## config.mk

```make
export PLATFORM = sky130hd
export DESIGN_NAME = ps2_mouse_packet_cursor_tracker
export DESIGN_NICKNAME = d
export VERILOG_FILES = /design/src/hw/rtl/ps2mct_pkg.sv /design/src/hw/rtl/ps2_mouse_packet_cursor_tracker.sv
export SDC_FILE = /design/constraint.sdc
export NUM_CORES = 1
export LEC_CHECK = 0
export BUFFER_PORTS_ARGS = -buffer_cell sky130_fd_sc_hd__buf_2
export CAP_MARGIN = 20
export CORE_UTILIZATION = 45
export DETAILED_ROUTE_END_ITERATION = 10
export PLACE_DENSITY = 0.67
export SYNTH_ARGS = -nofsm -noshare
export SYNTH_HDL_FRONTEND = slang
export SYNTH_SLANG_ARGS = --single-unit
```

## constraint.sdc

```tcl
create_clock -name clock -period 6.7 [get_ports clock]
set_input_delay 0.335 -clock clock [delete_from_list [all_inputs] [get_ports clock]]
set_output_delay 0.335 -clock clock [all_outputs]
set_load 0.01 [all_outputs]
```

## src/hw/rtl/ps2mct_pkg.sv

```systemverilog
// ============================================================================
// ps2mct_pkg
// Shared types, codes and helpers for the PS/2 mouse cursor tracker.
// ============================================================================
package ps2mct_pkg;

   // Cursor coordinate width
   localparam int POS_BITS  = 12;
   // Signed width that holds a cursor value plus or minus one scaled move
   localparam int SUM_BITS  = POS_BITS + 2;
   // Signed width of a scaled move (-32 .. 31)
   localparam int MOVE_BITS = 7;
   // Signed width of a raw 9-bit motion value plus rounding headroom
   localparam int RAW_BITS  = 10;
   // Right shift that divides a motion value by 8
   localparam int MOVE_SHIFT = 3;

   localparam int BTN_BITS  = 3;
   localparam int CSR_BITS  = 2;

   // Bit positions in the first byte of a packet
   localparam int FLAG_SYNC   = 3;
   localparam int FLAG_X_SIGN = 4;
   localparam int FLAG_Y_SIGN = 5;
   localparam int FLAG_X_OVF  = 6;
   localparam int FLAG_Y_OVF  = 7;

   // Byte position within a packet
   localparam logic [1:0] BYTE_FIRST  = 2'd0;
   localparam logic [1:0] BYTE_SECOND = 2'd1;
   localparam logic [1:0] BYTE_THIRD  = 2'd2;

   // Bound reset values
   localparam logic [POS_BITS-1:0] LEFT_RESET   = POS_BITS'(0);
   localparam logic [POS_BITS-1:0] TOP_RESET    = POS_BITS'(0);
   localparam logic [POS_BITS-1:0] RIGHT_RESET  = POS_BITS'(79);
   localparam logic [POS_BITS-1:0] BOTTOM_RESET = POS_BITS'(24);

   // Request modes
   typedef enum logic [1:0] {
      MODE_BYTE  = 2'd0,
      MODE_SET   = 2'd1,
      MODE_CLEAR = 2'd2
   } mode_type;

   // Register indexes
   typedef enum logic [CSR_BITS-1:0] {
      CSR_LEFT   = 2'd0,
      CSR_TOP    = 2'd1,
      CSR_RIGHT  = 2'd2,
      CSR_BOTTOM = 2'd3
   } csr_index_type;

   // One result word
   typedef struct packed {
      logic [POS_BITS-1:0] pos_x;
      logic [POS_BITS-1:0] pos_y;
      logic [BTN_BITS-1:0] buttons;
      logic                left_press;
      logic                right_press;
      logic                middle_press;
      logic                moved;
      logic                packet_accepted;
      logic                packet_dropped;
   } rsp_type;

   // Clamp to lo first, then to hi, so hi wins on crossed bounds
   function automatic logic [POS_BITS-1:0] clamp_axis(
      input logic signed [SUM_BITS-1:0] v,
      input logic [POS_BITS-1:0]        lo,
      input logic [POS_BITS-1:0]        hi
   );
      logic signed [SUM_BITS-1:0] r;
      r = v;
      if (r < $signed({2'b00, lo})) r = $signed({2'b00, lo});
      if (r > $signed({2'b00, hi})) r = $signed({2'b00, hi});
      return r[POS_BITS-1:0];
   endfunction

   // Sign-extend a 9-bit motion value, zero it on overflow and divide by 8
   // truncating toward zero; the result is widened to SUM_BITS
   function automatic logic signed [SUM_BITS-1:0] scaled_move(
      input logic [7:0] low8,
      input logic       sign,
      input logic       ovf
   );
      logic signed [RAW_BITS-1:0]  d;
      logic signed [RAW_BITS-1:0]  s;
      logic signed [MOVE_BITS-1:0] q;
      d = $signed({sign, sign, low8});
      if (ovf) d = '0;
      if (d < 0) d = d + RAW_BITS'(7);
      s = d >>> MOVE_SHIFT;
      q = s[MOVE_BITS-1:0];
      return $signed({{(SUM_BITS-MOVE_BITS){q[MOVE_BITS-1]}}, q});
   endfunction

endpackage

```

## src/hw/rtl/ps2_mouse_packet_cursor_tracker.sv

```systemverilog
// ============================================================================
// ps2_mouse_packet_cursor_tracker
// Gathers PS/2 mouse bytes into packets and keeps a bounded cursor, button
// state and sticky press and motion flags; also takes set and clear requests.
// ============================================================================
// Each accepted request word yields one registered response word.
// Throughput: one word per cycle while req_stall is low; the update is a
// single pass of logic between the state registers and the output register.
// A two-entry output buffer (output register plus skid) lets a request be
// taken while a response waits; req_stall rises only when both are full.
// Reset (synchronous): bounds 0/0/79/24, cursor, buttons, flags and byte
// count cleared, output buffer empty.
module ps2_mouse_packet_cursor_tracker (
   input  logic                               clock,
   input  logic                               reset,

   input  logic                               req_valid,
   output logic                               req_stall,
   input  logic [1:0]                         req_mode,
   input  logic [7:0]                         req_data_byte,
   input  logic [ps2mct_pkg::POS_BITS-1:0]    req_set_x,
   input  logic [ps2mct_pkg::POS_BITS-1:0]    req_set_y,

   output logic                               rsp_valid,
   input  logic                               rsp_stall,
   output logic [ps2mct_pkg::POS_BITS-1:0]    rsp_pos_x,
   output logic [ps2mct_pkg::POS_BITS-1:0]    rsp_pos_y,
   output logic [ps2mct_pkg::BTN_BITS-1:0]    rsp_buttons,
   output logic                               rsp_left_press,
   output logic                               rsp_right_press,
   output logic                               rsp_middle_press,
   output logic                               rsp_moved,
   output logic                               rsp_packet_accepted,
   output logic                               rsp_packet_dropped,

   input  logic                               csr_write,
   input  logic [ps2mct_pkg::CSR_BITS-1:0]    csr_index,
   input  logic [ps2mct_pkg::POS_BITS-1:0]    csr_wdata
);

   // Bound registers
   logic [ps2mct_pkg::POS_BITS-1:0] left_ff, top_ff, right_ff, bottom_ff;

   // Tracker state
   logic [1:0]                      byte_count_ff, byte_count_in;
   logic [7:0]                      first_byte_ff, first_byte_in;
   logic [7:0]                      second_byte_ff, second_byte_in;
   logic [ps2mct_pkg::POS_BITS-1:0] cursor_x_ff, cursor_x_in;
   logic [ps2mct_pkg::POS_BITS-1:0] cursor_y_ff, cursor_y_in;
   logic [ps2mct_pkg::BTN_BITS-1:0] buttons_ff, buttons_in;
   logic [ps2mct_pkg::BTN_BITS-1:0] clicks_ff, clicks_in;
   logic                            moved_ff, moved_in;
   logic                            pkt_acc, pkt_drop;

   // Output buffer
   ps2mct_pkg::rsp_type             out_ff, out_in, skid_ff, skid_in, rsp_new;
   logic                            out_valid_ff, out_valid_in;
   logic                            skid_valid_ff, skid_valid_in;

   logic                            req_accept, rsp_take;
   logic signed [ps2mct_pkg::SUM_BITS-1:0] dx, dy, sum_x, sum_y;
   logic                            motion_nz;

   assign req_stall  = skid_valid_ff;
   assign req_accept = req_valid & ~skid_valid_ff;
   assign rsp_take   = out_valid_ff & ~rsp_stall;

   // Scaled motion of a packet completed by the current byte
   always_comb begin
      dx = ps2mct_pkg::scaled_move(second_byte_ff, first_byte_ff[ps2mct_pkg::FLAG_X_SIGN],
                                   first_byte_ff[ps2mct_pkg::FLAG_X_OVF]);
      dy = ps2mct_pkg::scaled_move(req_data_byte, first_byte_ff[ps2mct_pkg::FLAG_Y_SIGN],
                                   first_byte_ff[ps2mct_pkg::FLAG_Y_OVF]);
      sum_x = $signed({2'b00, cursor_x_ff}) + dx;
      sum_y = $signed({2'b00, cursor_y_ff}) - dy;
      // raw motion is nonzero when not overflowed and sign or low bits set
      motion_nz =
         (~first_byte_ff[ps2mct_pkg::FLAG_X_OVF] &
          (first_byte_ff[ps2mct_pkg::FLAG_X_SIGN] | (|second_byte_ff))) |
         (~first_byte_ff[ps2mct_pkg::FLAG_Y_OVF] &
          (first_byte_ff[ps2mct_pkg::FLAG_Y_SIGN] | (|req_data_byte)));
   end

   // Next state for one request word
   always_comb begin
      byte_count_in  = byte_count_ff;
      first_byte_in  = first_byte_ff;
      second_byte_in = second_byte_ff;
      cursor_x_in    = cursor_x_ff;
      cursor_y_in    = cursor_y_ff;
      buttons_in     = buttons_ff;
      clicks_in      = clicks_ff;
      moved_in       = moved_ff;
      pkt_acc        = 1'b0;
      pkt_drop       = 1'b0;
      unique case (ps2mct_pkg::mode_type'(req_mode))
         ps2mct_pkg::MODE_BYTE: begin
            priority if (byte_count_ff == ps2mct_pkg::BYTE_FIRST) begin
               first_byte_in = req_data_byte;
               byte_count_in = ps2mct_pkg::BYTE_SECOND;
            end else if (byte_count_ff == ps2mct_pkg::BYTE_SECOND) begin
               second_byte_in = req_data_byte;
               byte_count_in  = ps2mct_pkg::BYTE_THIRD;
            end else begin
               byte_count_in = ps2mct_pkg::BYTE_FIRST;
               if (!first_byte_ff[ps2mct_pkg::FLAG_SYNC]) begin
                  pkt_drop = 1'b1;
               end else begin
                  pkt_acc     = 1'b1;
                  cursor_x_in = ps2mct_pkg::clamp_axis(sum_x, left_ff, right_ff);
                  cursor_y_in = ps2mct_pkg::clamp_axis(sum_y, top_ff, bottom_ff);
                  if (motion_nz) moved_in = 1'b1;
                  buttons_in = first_byte_ff[ps2mct_pkg::BTN_BITS-1:0];
                  clicks_in  = clicks_ff |
                               (first_byte_ff[ps2mct_pkg::BTN_BITS-1:0] & ~buttons_ff);
               end
            end
         end
         ps2mct_pkg::MODE_SET: begin
            cursor_x_in = ps2mct_pkg::clamp_axis($signed({2'b00, req_set_x}),
                                                 left_ff, right_ff);
            cursor_y_in = ps2mct_pkg::clamp_axis($signed({2'b00, req_set_y}),
                                                 top_ff, bottom_ff);
         end
         ps2mct_pkg::MODE_CLEAR: begin
            clicks_in = '0;
            moved_in  = 1'b0;
         end
         default: begin
            // unused mode: nothing changes
         end
      endcase
   end

   // Response word built from the next state
   always_comb begin
      rsp_new.pos_x           = cursor_x_in;
      rsp_new.pos_y           = cursor_y_in;
      rsp_new.buttons         = buttons_in;
      rsp_new.left_press      = clicks_in[0];
      rsp_new.right_press     = clicks_in[1];
      rsp_new.middle_press    = clicks_in[2];
      rsp_new.moved           = moved_in;
      rsp_new.packet_accepted = pkt_acc;
      rsp_new.packet_dropped  = pkt_drop;
   end

   // Output register and skid stage
   always_comb begin
      out_in        = out_ff;
      out_valid_in  = out_valid_ff;
      skid_in       = skid_ff;
      skid_valid_in = skid_valid_ff;
      if (!out_valid_ff || rsp_take) begin
         if (skid_valid_ff) begin
            out_in        = skid_ff;
            out_valid_in  = 1'b1;
            skid_valid_in = 1'b0;
         end else begin
            out_in       = rsp_new;
            out_valid_in = req_accept;
         end
      end else if (req_accept) begin
         skid_in       = rsp_new;
         skid_valid_in = 1'b1;
      end
   end

   // Control and state registers
   always_ff @(posedge clock) begin
      if (reset) begin
         byte_count_ff  <= ps2mct_pkg::BYTE_FIRST;
         first_byte_ff  <= '0;
         second_byte_ff <= '0;
         cursor_x_ff    <= '0;
         cursor_y_ff    <= '0;
         buttons_ff     <= '0;
         clicks_ff      <= '0;
         moved_ff       <= 1'b0;
         out_valid_ff   <= 1'b0;
         skid_valid_ff  <= 1'b0;
      end else begin
         if (req_accept) begin
            byte_count_ff  <= byte_count_in;
            first_byte_ff  <= first_byte_in;
            second_byte_ff <= second_byte_in;
            cursor_x_ff    <= cursor_x_in;
            cursor_y_ff    <= cursor_y_in;
            buttons_ff     <= buttons_in;
            clicks_ff      <= clicks_in;
            moved_ff       <= moved_in;
         end
         out_valid_ff  <= out_valid_in;
         skid_valid_ff <= skid_valid_in;
      end
   end

   // Payload registers
   always_ff @(posedge clock) begin
      out_ff  <= out_in;
      skid_ff <= skid_in;
   end

   // Bound registers
   always_ff @(posedge clock) begin
      if (reset) begin
         left_ff   <= ps2mct_pkg::LEFT_RESET;
         top_ff    <= ps2mct_pkg::TOP_RESET;
         right_ff  <= ps2mct_pkg::RIGHT_RESET;
         bottom_ff <= ps2mct_pkg::BOTTOM_RESET;
      end else if (csr_write) begin
         unique case (ps2mct_pkg::csr_index_type'(csr_index))
            ps2mct_pkg::CSR_LEFT:   left_ff   <= csr_wdata;
            ps2mct_pkg::CSR_TOP:    top_ff    <= csr_wdata;
            ps2mct_pkg::CSR_RIGHT:  right_ff  <= csr_wdata;
            ps2mct_pkg::CSR_BOTTOM: bottom_ff <= csr_wdata;
            default: begin
            end
         endcase
      end
   end

   assign rsp_valid           = out_valid_ff;
   assign rsp_pos_x           = out_ff.pos_x;
   assign rsp_pos_y           = out_ff.pos_y;
   assign rsp_buttons         = out_ff.buttons;
   assign rsp_left_press      = out_ff.left_press;
   assign rsp_right_press     = out_ff.right_press;
   assign rsp_middle_press    = out_ff.middle_press;
   assign rsp_moved           = out_ff.moved;
   assign rsp_packet_accepted = out_ff.packet_accepted;
   assign rsp_packet_dropped  = out_ff.packet_dropped;

   // Skid holds a word only behind a waiting output word
   a_skid_behind_out: assert property (@(posedge clock) disable iff (reset)
      skid_valid_ff |-> out_valid_ff)
      else $error("skid word without output word");

   // Byte counter never reaches the unused code
   a_byte_count_range: assert property (@(posedge clock) disable iff (reset)
      byte_count_ff != 2'd3)
      else $error("byte count out of range");

   // A packet is either accepted or dropped, never both
   a_pkt_exclusive: assert property (@(posedge clock) disable iff (reset)
      out_valid_ff |-> !(out_ff.packet_accepted && out_ff.packet_dropped))
      else $error("packet both accepted and dropped");

   // Third byte of a packet returns the counter to the first position
   a_count_wraps: assert property (@(posedge clock) disable iff (reset)
      (req_accept && req_mode == ps2mct_pkg::MODE_BYTE &&
       byte_count_ff == ps2mct_pkg::BYTE_THIRD)
      |=> byte_count_ff == ps2mct_pkg::BYTE_FIRST)
      else $error("byte count did not wrap after third byte");

endmodule

```

Yosys cells after proc, flatten, opt, wreduce, memory -nomap -nowiden
Index checks and enable logic that the tools add are counted.
{ "word_totals": {"memories": 0, "ramBits": 0, "word_cells": 139, "latch_bits": 0, "in_bits": 53, "out_inout_bits": 35, "regBits": 165, "rom_bits": 0} }
{ "classes": {"magnitude_cmp": 10, "mux": 55, "n_div": 0, "bitwise_logic": 16, "shift": 0, "n_mul": 0, "n_reduce_logical": 16, "n_addsub": 4, "n_eq_ne": 6} }
{ "op_table": {"columns": ["cell", "n"], "rows": [
  ["two-way mux 14 bit", 12],
  ["two-way mux 12 bit", 12],
  ["> comparator 14 x 13 -> 1 bit", 4],
  ["one-hot mux 12 bit (2 select lines)", 2],
  ["two-way mux 10 bit", 4],
  ["two-way mux 33 bit", 1],
  ["< comparator 14 x 13 -> 1 bit", 2],
  ["< comparator 12 bit", 2],
  ["two-way mux 3 bit", 7],
  ["adder 10 x 4 -> 10 bit, second input constant", 2],
  ["< comparator 10 x 1 -> 1 bit, second input constant", 2],
  ["OR reduction 8 bit", 2],
  ["adder 13 x 7 -> 14 bit", 1],
  ["subtractor 13 x 7 -> 14 bit", 1],
  ["two-way mux 1 bit", 13],
  ["AND reduction 2 bit", 6],
  ["== test 2 x 1 -> 1 bit, second input constant", 3],
  ["== test 2 bit, second input constant", 3],
  ["zero test 2 bit", 3],
  ["NOT 1 bit", 6],
  ["one-hot mux 3 bit (2 select lines)", 1],
  ["bitwise AND 1 bit", 4],
  ["two-way mux 2 bit", 2],
  ["AND reduction 4 bit", 1],
  ["other kinds (9)", 11]
]} }

Depth between registers and ports, before layout
Gate-level depths: netlist (run 1).
{ "depth": {"ltp_word": 17, "depth_mapped": 35, "ltp_nobuf": 32} }

Worst setup path before layout (run 1)
OpenSTA, ideal clock, no wires.
{ "synth_timing": {"path_type": "register -> register", "start": "register second_byte_ff[0]", "end": "register out_ff (netlist bit rsp_pos_x[11]) (data pin)", "required_ns": 6.440, "t_arrival_ns": 6.775, "setup_slack_ns": -0.334, "stages_incl_launch_ff": 34, "synth_period_minus_slack_ns": 7.034, "n_path_buf": 3, "setup_time_ns": 0.260, "cell_sequence": "dfxtp_1 > or3_1 > buf_2 > nand3_1 > nor2_1 > nand2_1 > xor2_1 > nor2_1 > ha_1 > o21ai_0 > o21ai_0 > and2_1 > nand2_1 > o21ai_0 > xor2_1 > ha_1 > a21o_1 > a21o_1 > a211oi_1 > o21ai_0 > a2111oi_0 > ha_1 > buf_1 > mux2_2 > ha_1 > nand4_1 > or4_1 > o211ai_1 > o2bb2ai_1 > mux2i_4 > buf_6 > o211ai_1 > a31o_2 > mux2_2"} }
{ "synth_via": {"elab_chain_len": 17, "elab_cells_between_ends": 18, "cone_classes": "add/sub (2); order compare (3); mux (13)"} }
{ "synth_lines": {"columns": ["item", "line_no", "text"], "rows": [
  ["start: declaration", "ps2_mouse_packet_cursor_tracker.sv:47", "logic [7:0] second_byte_ff, second_byte_in;"],
  ["start signal: assignment", "ps2_mouse_packet_cursor_tracker.sv:186", "second_byte_ff <= second_byte_in;"],
  ["two-way mux 10 bit *", "ps2mct_pkg.sv:91", "if (ovf) d = '0;"],
  ["adder 10 x 4 -> 10 bit or < comparator 10 x 1 -> 1 bit (tied branches)", "ps2mct_pkg.sv:92", "if (d < 0) d = d + RAW_BITS'(7);"],
  ["two-way mux 10 bit *", "ps2mct_pkg.sv:92", null],
  ["adder 13 x 7 -> 14 bit *", "ps2_mouse_packet_cursor_tracker.sv:74", "sum_x = $signed({2'b00, cursor_x_ff}) + dx;"],
  ["< comparator 14 x 13 -> 1 bit", "ps2mct_pkg.sv:75", "if (r < $signed({2'b00, lo})) r = $signed({2'b00, lo});"],
  ["two-way mux 14 bit *", "ps2mct_pkg.sv:75", null],
  ["two-way mux 14 bit *", "ps2_mouse_packet_cursor_tracker.sv:106", "if (!first_byte_ff[ps2mct_pkg::FLAG_SYNC]) begin"],
  ["two-way mux 14 bit *", "ps2_mouse_packet_cursor_tracker.sv:101", "end else if (byte_count_ff == ps2mct_pkg::BYTE_SECOND) begin"],
  ["[... 2 more ...]", null, null],
  ["> comparator 14 x 13 -> 1 bit", "ps2mct_pkg.sv:76", "if (r > $signed({2'b00, hi})) r = $signed({2'b00, hi});"],
  ["two-way mux 12 bit *", "ps2mct_pkg.sv:76", null],
  ["two-way mux 12 bit *", "ps2_mouse_packet_cursor_tracker.sv:106", null],
  ["two-way mux 12 bit *", "ps2_mouse_packet_cursor_tracker.sv:101", null],
  ["two-way mux 12 bit *", "ps2_mouse_packet_cursor_tracker.sv:98", "priority if (byte_count_ff == ps2mct_pkg::BYTE_FIRST) begin"],
  ["one-hot mux 12 bit (2 select lines) *", "ps2_mouse_packet_cursor_tracker.sv:96", "unique case (ps2mct_pkg::mode_type'(req_mode))"],
  ["via cursor_x_in (one bit)", "ps2_mouse_packet_cursor_tracker.sv:48", "logic [ps2mct_pkg::POS_BITS-1:0] cursor_x_ff, cursor_x_in;"],
  ["two-way mux 33 bit *", "ps2_mouse_packet_cursor_tracker.sv:155", "if (skid_valid_ff) begin"],
  ["end signal: assignment", "ps2_mouse_packet_cursor_tracker.sv:200", "out_ff <= out_in;"],
  ["end: declaration", "ps2_mouse_packet_cursor_tracker.sv:56", "ps2mct_pkg::rsp_type out_ff, out_in, skid_ff, skid_in, rsp_new;"]
]} }
The timed path passes the listed nets; every way through them passes the cells marked *. The select of a mux whose other input is x is not followed.
A chain may end at the register's enable or synchronous reset.

Final worst setup path (run 1)
{ "layout_timing": {"start": "register second_byte_ff[2]", "end": "register out_ff (netlist bit rsp_pos_x[2]) (data pin)"} }
{ "layout_via": {"elab_chain_len": 17, "elab_cells_between_ends": 18, "cone_classes": "add/sub (2); order compare (3); mux (13)"} }
{ "layout_lines": {"columns": ["item", "line_no"], "rows": [
  ["two-way mux 10 bit *", "ps2mct_pkg.sv:91"],
  ["adder 10 x 4 -> 10 bit or < comparator 10 x 1 -> 1 bit (tied branches)", "ps2mct_pkg.sv:92"],
  ["two-way mux 10 bit *", "ps2mct_pkg.sv:92"],
  ["adder 13 x 7 -> 14 bit *", "ps2_mouse_packet_cursor_tracker.sv:74"],
  ["< comparator 14 x 13 -> 1 bit", "ps2mct_pkg.sv:75"],
  ["two-way mux 14 bit *", "ps2mct_pkg.sv:75"],
  ["two-way mux 14 bit *", "ps2_mouse_packet_cursor_tracker.sv:106"],
  ["two-way mux 14 bit *", "ps2_mouse_packet_cursor_tracker.sv:101"],
  ["two-way mux 14 bit *", "ps2_mouse_packet_cursor_tracker.sv:98"],
  ["two-way mux 14 bit *", "ps2_mouse_packet_cursor_tracker.sv:96"],
  ["> comparator 14 x 13 -> 1 bit", "ps2mct_pkg.sv:76"],
  ["two-way mux 12 bit *", "ps2mct_pkg.sv:76"],
  ["two-way mux 12 bit *", "ps2_mouse_packet_cursor_tracker.sv:106"],
  ["two-way mux 12 bit *", "ps2_mouse_packet_cursor_tracker.sv:101"],
  ["two-way mux 12 bit *", "ps2_mouse_packet_cursor_tracker.sv:98"],
  ["one-hot mux 12 bit (2 select lines) *", "ps2_mouse_packet_cursor_tracker.sv:96"],
  ["two-way mux 33 bit *", "ps2_mouse_packet_cursor_tracker.sv:155"]
]} }
Mark *: on every way between the ends. The rest lies on a longest branch, timed or not. The select of a mux whose other input is x is not followed.

==> results.json, run 1 <==
{
  "detail_route.iter0.violations": 1120,
  "ys.warnings.count": 0,
  "synth_area_leaders": "dfxtp_1 (17%), edfxtp_1 (17%), ha_1 (12%), nor2_1 (5.0%), nand2_1 (4.8%)",
  "ys_async_sr_fraction_pct": 0,
  "min_path_cells": 3,
  "startpoint_type": "flop",
  "rows": 57,
  "grtUsageTotal_pct": 27.7,
  "wl_per_cell_um": 19.6,
  "min-delay-start": "csr_wdata[0]",
  "clk_pin_slew_ps": 70,
  "synth_edf_count": 66,
  "start_util_pct": 46.4,
  "drive_above_1_share_pct": 28.8,
  "cap_violations": 0,
  "routed-via-count": 10700,
  "num_antenna_cells": 0,
  "postRouteAntennaNets": 0,
  "area_delta_synth_final_pct": 27.2,
  "drv_slew": 0,
  "dp_hpwl_mm": 27.5,
  "status": "finished with violations",
  "grt_pass1_vias": 9950,
  "synth-seq-cells": 165,
  "postLayoutCoreUtil_pct": 59.0,
  "placed_cells": 1800,
  "synth_seq_area_share_pct": 34.7,
  "fin_area_um2": 14500,
  "synth_nets": 1466,
  "multi_input_area_um2": 7450,
  "seq_area_um2": 3970,
  "postPlaceCellArea_um2": 13200,
  "holdWs_ps": 208,
  "cellLeakagePower_nw": 6.38,
  "grt_setup_unrepaired": "true",
  "synth_top_area_share_pct": 17.4,
  "finalHoldViolations": 0,
  "fin_setup_tns_ps": -7620,
  "finalWirelength_mm": 36.5,
  "place.gp.congestion": 0.984,
  "nFillCells": 2179,
  "reg2reg_setup_slack_ps": -370,
  "cp_data_arrival_time_ps": 7190,
  "die_w_um": 161,
  "path_max_fanout": 8,
  "hold_buffers": 0,
  "drtPass1Iterations": 6,
  "ir_drop_mv": 0.168,
  "drc": 0,
  "ys.flop_type": "dfxtp_1",
  "endpoint_kind": "flop",
  "core_area_um2": 24600,
  "viasPerCell": 5.76,
  "grt-ovfl-total": 0,
  "crit_slowest_cell": "or4_1",
  "finalSetupViolCount": 35,
  "cts_sinks": 165,
  "crit-reg2reg-capture": "rsp_pos_x[2]",
  "die-area_um2": 26000,
  "grt_pass1_wl_mm": 55.7,
  "synth_top_cell_by_area": "dfxtp_1",
  "violations": "setup timing",
  "grt_max_degree": 100,
  "crit_type": "reg -> reg",
  "p_per_area_nw_per_um2": 246,
  "final_nets": 1693,
  "fmax_mhz": 141,
  "r2r_start": "second_byte_ff[2]",
  "netlist_area_um2": 11400,
  "critPathRequiredTime_ps": 6820,
  "die_y_um": 161,
  "synthCells": 1297,
  "tightest_slew_ps": 1080,
  "synth_cell_types": 73,
  "layout_setup_ws_ps": -374,
  "hold_path.class": "in -> reg",
  "antenna_found_initial": 0,
  "h-tree-depth": 4,
  "hold_end": "bottom_ff[0]",
  "slew_headroom_pct": 28.0,
  "critPathMaxStageDelay_ps": 510,
  "fin_cells": 1861,
  "avgSynthCellArea_um2": 8.80,
  "ctsRootBufferMaster": "clkbuf_16",
  "ios": 88,
  "reg2reg_depth": 33,
  "port_buffers": 87,
  "insertion_delay_ps": 420,
  "cts_tree": "done",
  "fin_skew_ps": 12.5,
  "numCtsBuffers": 17,
  "period_needed_ps": 7070,
  "fin_crit_sh_pct": 106,
  "clock_path_buffers": 2
}
==> final cells by class <==
class,instances,area share (%)
sequential,165,27.3
clock buffer,18,2.96
inverter,82,2.12
clock inverter,14,0.810
timing repair buffer,267,12.7
tap,324,2.79
multi-input combinational,991,51.3
==> worst max path at each step <==
| stage | start | end | slack, ps | cells after the start |
|---|---|---|---|---|
| after CTS | second_byte_ff[2] | rsp_pos_x[6] | -160 | 31 |
| after detailed placement | second_byte_ff[0] | rsp_pos_x[0] | -450 | 34 |
| after floorplan | second_byte_ff[0] | rsp_pos_x[11] | -60 | 30 |
| after global placement | second_byte_ff[0] | rsp_pos_x[0] | -340 | 30 |
| final | second_byte_ff[2] | rsp_pos_x[2] | -370 | 33 |
| after global routing | second_byte_ff[2] | rsp_pos_x[2] | -550 | 35 |
==> layer usage <==
metal / track usage [%] / wire length, µm
met5: 0 / 0
met3: 4.19 / 2970
met4: 7.33 / 758
met2: 39.8 / 15200
met1: 42.6 / 17600
==> Yosys cell counts, types with 4 or more instances <==
master     instances
o211ai_1          14
nor2b_1           12
o311ai_2           5
and2_1             9
or2_2              5
buf_1              6
a32o_1             8
a221oi_1           5
nor3_1            17
nor4_1             8
xor2_1             9
nor2_1           151
inv_1             81
nand3b_1           9
a21o_1            22
xnor2_1           17
mux2_2            47
a211o_1            5
dfxtp_1           99
or3_1              4
a31oi_1           13
nand2b_1           9
a41oi_1            4
o21a_1            27
mux2i_1           41
o211a_1            4
edfxtp_1          66
clkbuf_1          48
a21oi_1           86
nand2_1          147
nand3_1           25
ha_1             114
a211oi_1          24
o21ai_0           50
and3_1             7
o31ai_1           13
a311oi_1           7
nand4_1           18
a2111oi_0          5
==> critical path, delay by kind of cell (launching register included) <==
family	cells	cell delay, ps
AO/OA/AOI/OAI	11	1810
XOR/XNOR	2	310
adder cells (fa/ha/maj)	4	1310
buffers and inverters	3	490
flip-flops	1	320
multiplexers	3	880
AND/OR/NAND/NOR	10	1610
==> placed cells by master (no fill, tap or decap), types with 8 or more instances in the layout <==
master	n
inv_1	81
ha_1	101
o21a_1	27
xor2_1	9
nand2b_1	9
o211ai_1	14
o21ai_0	43
edfxtp_1	66
dfxtp_1	98
nand2_1	141
nand3_1	22
buf_2	89
mux2_2	37
a31oi_1	12
buf_6	13
nor2_1	146
buf_4	164
a21o_1	22
nand3b_1	9
a32o_1	8
nor2b_1	9
a211oi_1	18
mux2_4	12
clkbuf_16	17
nand4_1	18
xnor2_1	14
mux2i_1	40
nor3_1	13
a21oi_1	80
o31ai_1	12
==> per-stage QoR <==
stage | worst slack, ps | power (mW)
floorplan | -58.1 | 1.91
global placement | -341 | 2.37
detailed placement | -448 | 2.38
CTS | -164 | 3.39
global route | -548 | 3.74
finish | -374 | 3.57
==> sequential cells by signal, summed over array words and instances, names as in the netlist, 3 cells and up <==
| register | flops |
|---|---|
| skid_ff | 33 |
| bottom_ff | 12 |
| cursor_x_ff | 12 |
| cursor_y_ff | 12 |
| left_ff | 12 |
| right_ff | 12 |
| rsp_pos_x | 12 |
| rsp_pos_y | 12 |
| top_ff | 12 |
| first_byte_ff | 8 |
| second_byte_ff | 8 |
| buttons_ff | 3 |
| clicks_ff | 3 |
| rsp_buttons | 3 |
==> timing repair <==
action,4_1_cts,5_1_grt
setup endpoints to repair,36,72
pin swaps,23,26
setup buffers,12,15
resized for setup,35,79
cloned,2,1
==> cells by family (layout without fill, tap and decap cells) <==
| group | count (synthesis) | after routing | share of synthesized area, % |
|---|---|---|---|
| AND/OR/NAND/NOR | 432 | 432 | 17.0 |
| AO/OA/AOI/OAI | 325 | 325 | 19.9 |
| buffers and inverters | 142 | 381 | 4.90 |
| adder cells (fa/ha/maj) | 116 | 116 | 12.8 |
| flip-flops | 165 | 165 | 34.7 |
| XOR/XNOR | 26 | 26 | 2.00 |
| multiplexers | 91 | 92 | 8.63 |
==> power breakdown <==
part	switching (mW)	leakage (nW)	internal (mW)
logic	0.752	4.65	0.730
registers	0.0452	1.48	1.11
clock network	0.448	0.259	0.485
total	1.25	6.38	2.32
Power figures use the tool's default switching activity.
==> inputs of run 2 (changes only) <==
--- a/config.mk
+++ b/config.mk
@@ -9,7 +9,7 @@
 export CAP_MARGIN = 20
 export CORE_UTILIZATION = 45
 export DETAILED_ROUTE_END_ITERATION = 10
-export PLACE_DENSITY = 0.67
+export PLACE_DENSITY = 0.65
 export SYNTH_ARGS = -nofsm -noshare
 export SYNTH_HDL_FRONTEND = slang
 export SYNTH_SLANG_ARGS = --single-unit
==> results.json, run 2 (same netlist as run 1, synthesis figures left out) <==
{
  "reg2reg_setup_slack_ps": -320,
  "drc": 0,
  "nFillCells": 2160,
  "min_path_cells": 3,
  "crit_slowest_cell": "or4_1",
  "ir_drop_mv": 0.160,
  "cts_tree": "done",
  "largest_reg_flops": 33,
  "final_nets": 1693,
  "ctsRootBufferMaster": "clkbuf_16",
  "fin_area_um2": 14600,
  "finalPower_mw": 3.60,
  "hold_buffers": 0,
  "finalSetupViolCount": 35,
  "mostFrequentLayoutCell": "buf_4",
  "wl_per_cell_um": 20.2,
  "clk_pin_slew_ps": 70,
  "clock_path_buffers": 2,
  "fin_setup_tns_ps": -6250,
  "detail_route.iter0.violations": 966,
  "setup.worst_path.start": "second_byte_ff[1]",
  "insertion_delay_ps": 430,
  "layout_common_cells": "buf_4 (168), nor2_1 (144), nand2_1 (142)",
  "critPathRequiredTime_ps": 6880,
  "antenna_found_initial": 2,
  "fmax_mhz": 142,
  "area_delta_synth_final_pct": 28.2,
  "grt-ovfl-total": 0,
  "postPlaceCellArea_um2": 13300,
  "routed-via-count": 10800,
  "h-tree-depth": 4,
  "postRouteAntennaNets": 0,
  "num_antenna_cells": 0,
  "crit-reg2reg-capture": "rsp_pos_x[11]",
  "p_per_area_nw_per_um2": 246,
  "fin_skew_ps": 11.3,
  "regMostFlops": "skid_ff",
  "die_w_um": 161,
  "die_y_um": 161,
  "grt_max_degree": 100,
  "grt_pass1_wl_mm": 57.7,
  "crit_family": "compound AO/OA/AOI/OAI gates",
  "holdWs_ps": 191,
  "grt_pass1_vias": 10100,
  "start_util_pct": 46.4,
  "crit_type": "reg -> reg",
  "finalHoldViolations": 0,
  "dp_worst_setup_slack_ps": -663,
  "period_needed_ps": 7020,
  "endpoint_kind": "flop",
  "grt_setup_unrepaired": "true",
  "drtPass1Iterations": 5,
  "cellLeakagePower_nw": 6.58,
  "postLayoutCoreUtil_pct": 59.5,
  "drive_above_1_share_pct": 29.5,
  "cap_violations": 0,
  "hold_path.class": "in -> reg",
  "core_area_um2": 24600,
  "ios": 88,
  "violations": "setup timing",
  "drv_slew": 0,
  "path_buf_inv": 3,
  "multi_input_area_um2": 7510,
  "r2r_start": "second_byte_ff[1]",
  "min-delay-start": "csr_wdata[2]",
  "die-area_um2": 26000,
  "fin_cells": 1861,
  "startpoint_type": "flop",
  "reg2reg_depth": 32,
  "cts_sinks": 165,
  "viasPerCell": 5.82,
  "numCtsBuffers": 17,
  "path_max_fanout": 6,
  "place.gp.congestion": 0.971,
  "grtUsageTotal_pct": 28.9,
  "slew_headroom_pct": 29.1,
  "tightest_slew_ps": 1060,
  "port_buffers": 87,
  "dp_hpwl_mm": 28.7,
  "finalWirelength_mm": 37.6,
  "seq_area_um2": 3970,
  "status": "finished with violations",
  "layout_setup_ws_ps": -319,
  "placed_cells": 1812,
  "fin_crit_sh_pct": 105,
  "critPathMaxStageDelay_ps": 480,
  "hold_end": "bottom_ff[2]",
  "cp_data_arrival_time_ps": 7200,
  "rows": 57
}
-- run 2: changes by cell type in the layout (fill, tap and decap cells not counted), sizes merged --
cell / delta
clkbuf: +1
clkinvlp: -2
inv: +2
mux2i: -1
-- run 2: worst max-delay path by stage --
stage | to | slack [ps] | cells past startpoint
3_5_place_dp | rsp_pos_x[0] | -660 | 31
5_1_grt | rsp_pos_x[11] | -610 | 34
2_1_floorplan | rsp_pos_x[11] | -60 | 30
3_3_place_gp | rsp_pos_x[0] | -590 | 31
6_report | rsp_pos_x[11] | -320 | 32
4_1_cts | rsp_pos_x[11] | -90 | 34
-- run 2: metal layers --
metal  part of all wire (%)  GRT usage [%]  wire length (µm)
met5                  0.061              0                23
met4                    2.2           7.89               845
met3                    8.9           5.47              3340
met2                     41           40.9             15300
met1                     48           44.3             18100
-- run 2: final cells by class --
| type | count | area share [%] |
|---|---|---|
| clock buffer | 18 | 2.93 |
| clock inverter | 14 | 0.915 |
| inverter | 82 | 2.10 |
| multi-input combinational | 990 | 51.3 |
| sequential | 165 | 27.1 |
| tap | 324 | 2.77 |
| timing repair buffer | 268 | 12.9 |
-- run 2: what timing repair did --
action / 4_1_cts / 5_1_grt
resized for setup: 46 / 87
buffers inserted: 6 / 11
gates cloned: 1 / 1
pin swaps: 31 / 45
endpoints found under the setup margin: 36 / 72
-- run 2: worst reg2reg max path, delay by kind of cell, from the launching register on --
kind | cells | cell delay (ps)
muxes | 2 | 450
xor gates and xnor gates | 2 | 300
and+or+nand+nor | 8 | 1670
AOI/OAI and AO/OA | 12 | 2020
buffers and inverters | 3 | 470
DFF | 1 | 320
adders and majority gates | 5 | 1560
-- run 2: report_power, final --
group	switching [mW]	internal [mW]	total [mW]
Clock	0.462	0.493	0.955
Sequential	0.0443	1.11	1.15
Combinational	0.761	0.728	1.49
Total	1.27	2.33	3.60
==> inputs of run 3 (changes only) <==
--- a/config.mk
+++ b/config.mk
@@ -5,6 +5,7 @@
 export SDC_FILE = /design/constraint.sdc
 export NUM_CORES = 1
 export LEC_CHECK = 0
+export ABC_AREA = 1
 export BUFFER_PORTS_ARGS = -buffer_cell sky130_fd_sc_hd__buf_2
 export CAP_MARGIN = 20
 export CORE_UTILIZATION = 45
==> results.json, run 3 <==
{
  "min-delay-start": "csr_wdata[2]",
  "synth_area_leaders": "dfxtp_1 (17%), edfxtp_1 (17%), nand2_1 (14%), ha_1 (12%), a21oi_1 (7.2%)",
  "synthCells": 1620,
  "postPlaceCellArea_um2": 12200,
  "p_per_area_nw_per_um2": 273,
  "place.gp.congestion": 0.905,
  "synth_cell_types": 52,
  "tightest_slew_ps": 1130,
  "insertion_delay_ps": 440,
  "die_w_um": 161,
  "numCtsBuffers": 17,
  "clk_pin_slew_ps": 70,
  "routed-via-count": 10900,
  "ys_async_sr_fraction_pct": 0,
  "synth_seq_area_share_pct": 34.6,
  "dp_hpwl_mm": 24.9,
  "path_max_fanout": 7,
  "detail_route.iter0.violations": 981,
  "netlist_area_um2": 11400,
  "regMostFlops": "skid_ff",
  "r2r_start": "second_byte_ff[0]",
  "layout_common_cells": "nand2_1 (400), inv_1 (192), a21oi_1 (162)",
  "finalPower_mw": 3.59,
  "status": "finished, final reports clean",
  "finalWirelength_mm": 32.8,
  "start_util_pct": 46.5,
  "crit_type": "reg -> reg",
  "die-area_um2": 26100,
  "p_int_mw": 2.19,
  "min_path_cells": 3,
  "drc": 0,
  "grtUsageTotal_pct": 25.6,
  "synth-seq-cells": 165,
  "synth_nets": 1789,
  "hold_path.class": "in -> reg",
  "switching_power_mw": 1.40,
  "clock_path_buffers": 2,
  "crit-reg2reg-capture": "rsp_pos_x[2]",
  "viasPerCell": 5.37,
  "ir_drop_mv": 0.164,
  "dp_worst_setup_slack_ps": -11.0,
  "grt_pass1_vias": 9990,
  "startpoint_type": "flop",
  "grt_pass1_wl_mm": 52.2,
  "finalSetupViolCount": 0,
  "reg2reg_setup_slack_ps": 470,
  "path_buf_inv": 6,
  "fin_setup_tns_ps": 0,
  "area_delta_synth_final_pct": 14.8,
  "fmax_mhz": 160,
  "finalHoldViolations": 0,
  "cp_common_cell": "nand2_1",
  "drive_above_1_share_pct": 14.1,
  "p_seq_share_pct": 32.6,
  "synth_top_area_share_pct": 17.3,
  "cap_violations": 0,
  "avgSynthCellArea_um2": 7.06,
  "core_area_um2": 24600,
  "layout_setup_ws_ps": 466,
  "final_nets": 1861,
  "port_buffers": 87,
  "fin_area_um2": 13100,
  "period_needed_ps": 6230,
  "pwr-share-comb_pct": 39.0,
  "fin_skew_ps": 13.5,
  "crit_slowest_cell": "fa_2",
  "postRouteAntennaNets": 0,
  "largest_reg_flops": 33,
  "reg2reg_depth": 44,
  "drv_slew": 0,
  "ctsRootBufferMaster": "clkbuf_16",
  "nFillCells": 2438,
  "synth_edf_count": 66,
  "fin_crit_sh_pct": 93.0,
  "cts_tree": "done",
  "hold_end": "right_ff[2]",
  "cp_data_arrival_time_ps": 6420,
  "synthTopCellsByCount": "nand2_1 (420), inv_1 (198), a21oi_1 (165)",
  "rows": 57,
  "num_antenna_cells": 0,
  "clkPwrFrac_pct": 28.4,
  "synth_top_cell_by_area": "dfxtp_1",
  "wl_per_cell_um": 16.2,
  "die_y_um": 161,
  "antenna_found_initial": 1,
  "ys.warnings.count": 0,
  "hold_buffers": 0,
  "grt_max_degree": 55,
  "critPathRequiredTime_ps": 6890,
  "slew_headroom_pct": 24.4,
  "swShare_pct": 38.9,
  "grt-ovfl-total": 0,
  "ys.flop_type": "dfxtp_1",
  "critPathMaxStageDelay_ps": 380,
  "h-tree-depth": 4,
  "drtPass1Iterations": 6,
  "cellLeakagePower_nw": 6.28,
  "ios": 88,
  "crit_family": "simple AND/OR/NAND/NOR gates",
  "cts_sinks": 165,
  "mostFrequentLayoutCell": "nand2_1",
  "endpoint_kind": "flop",
  "yosysMostFrequentCell": "nand2_1"
}
run 3: changes by cell type in the layout (fill, tap and decap cells not counted), sizes merged, moves of 34 or more:
cell	before	now
mux2	49	0
o21ai	50	158
nor2	151	117
a21oi	87	165
inv	90	208
nand2	147	435
mux2i	42	0
nand3	25	105
buf	267	117
run 3: worst max path at each step:
stage / slack (ps) / to / cells past startpoint / from
6_report: 470 / rsp_pos_x[2] / 44 / second_byte_ff[0]
3_5_place_dp: -10 / rsp_pos_y[10] / 43 / req_data_byte[0]
2_1_floorplan: 450 / rsp_pos_x[11] / 53 / first_byte_ff[6]
3_3_place_gp: 140 / rsp_pos_y[10] / 43 / req_data_byte[0]
5_1_grt: -80 / rsp_pos_x[7] / 52 / first_byte_ff[4]
4_1_cts: 60 / rsp_pos_y[10] / 40 / first_byte_ff[7]
run 3: metal layers:
layer	part of all wire (%)	track usage [%]	vias to the layer above
met5	0	0	-
met4	2.1	8.23	0
met3	6.3	3.90	41
met2	44	40.5	355
met1	47	35.5	4973
li1	-	-	5536
run 3: cells by family (layout without fill, tap and decap cells):
logic type      after synthesis  after routing  synth area share [%]
simple gates                689            690                  25.2
compound gates              366            366                  17.1
buf+inv                     268            352                  9.01
flops                       165            165                  34.6
fa+ha+maj                   116            116                  12.8
xor+xnor                     16             16                  1.22
run 3: through the flow:
stage	hold slack, ps	cells	util, %
after detailed placement	448	1988	49.5
after global placement	441	1988	49.5
final	190	2029	53.4
after floorplan	430	1620	-
after global routing	189	2029	53.4
after CTS	153	2020	52.0
run 3: cell type report:
| cell class | count | area [µm²] | share of cell area (%) |
|---|---|---|---|
| Clock buffer | 18 | 439 | 3.34 |
| Inverter | 203 | 762 | 5.80 |
| Multi-Input combinational cell | 1188 | 6700 | 51.0 |
| Clock inverter | 14 | 179 | 1.36 |
| Sequential cell | 165 | 3970 | 30.2 |
| Tap cell | 324 | 405 | 3.09 |
| Timing Repair Buffer | 117 | 688 | 5.24 |
run 3: power by group through the flow:
stage                     clock (mW)  sequential [mW]  combinational, mW
final                           1.02             1.17               1.40
after global routing            1.07             1.18               1.59
after CTS                       1.04             1.17               1.27
after detailed placement           0             1.19               1.26
after global placement             0             1.19               1.24
after floorplan                    0             1.19              0.922
run 3: worst min-delay path, cell delays in order:
cell and delay (ps):
buf_2 120, nand2_1 60, o211ai_1 70
run 3: what timing repair did:
| action | 4_1_cts | 5_1_grt |
|---|---|---|
| setup buffers | 0 | 7 |
| setup endpoints to repair | 0 | 72 |
| resized for setup | 0 | 77 |
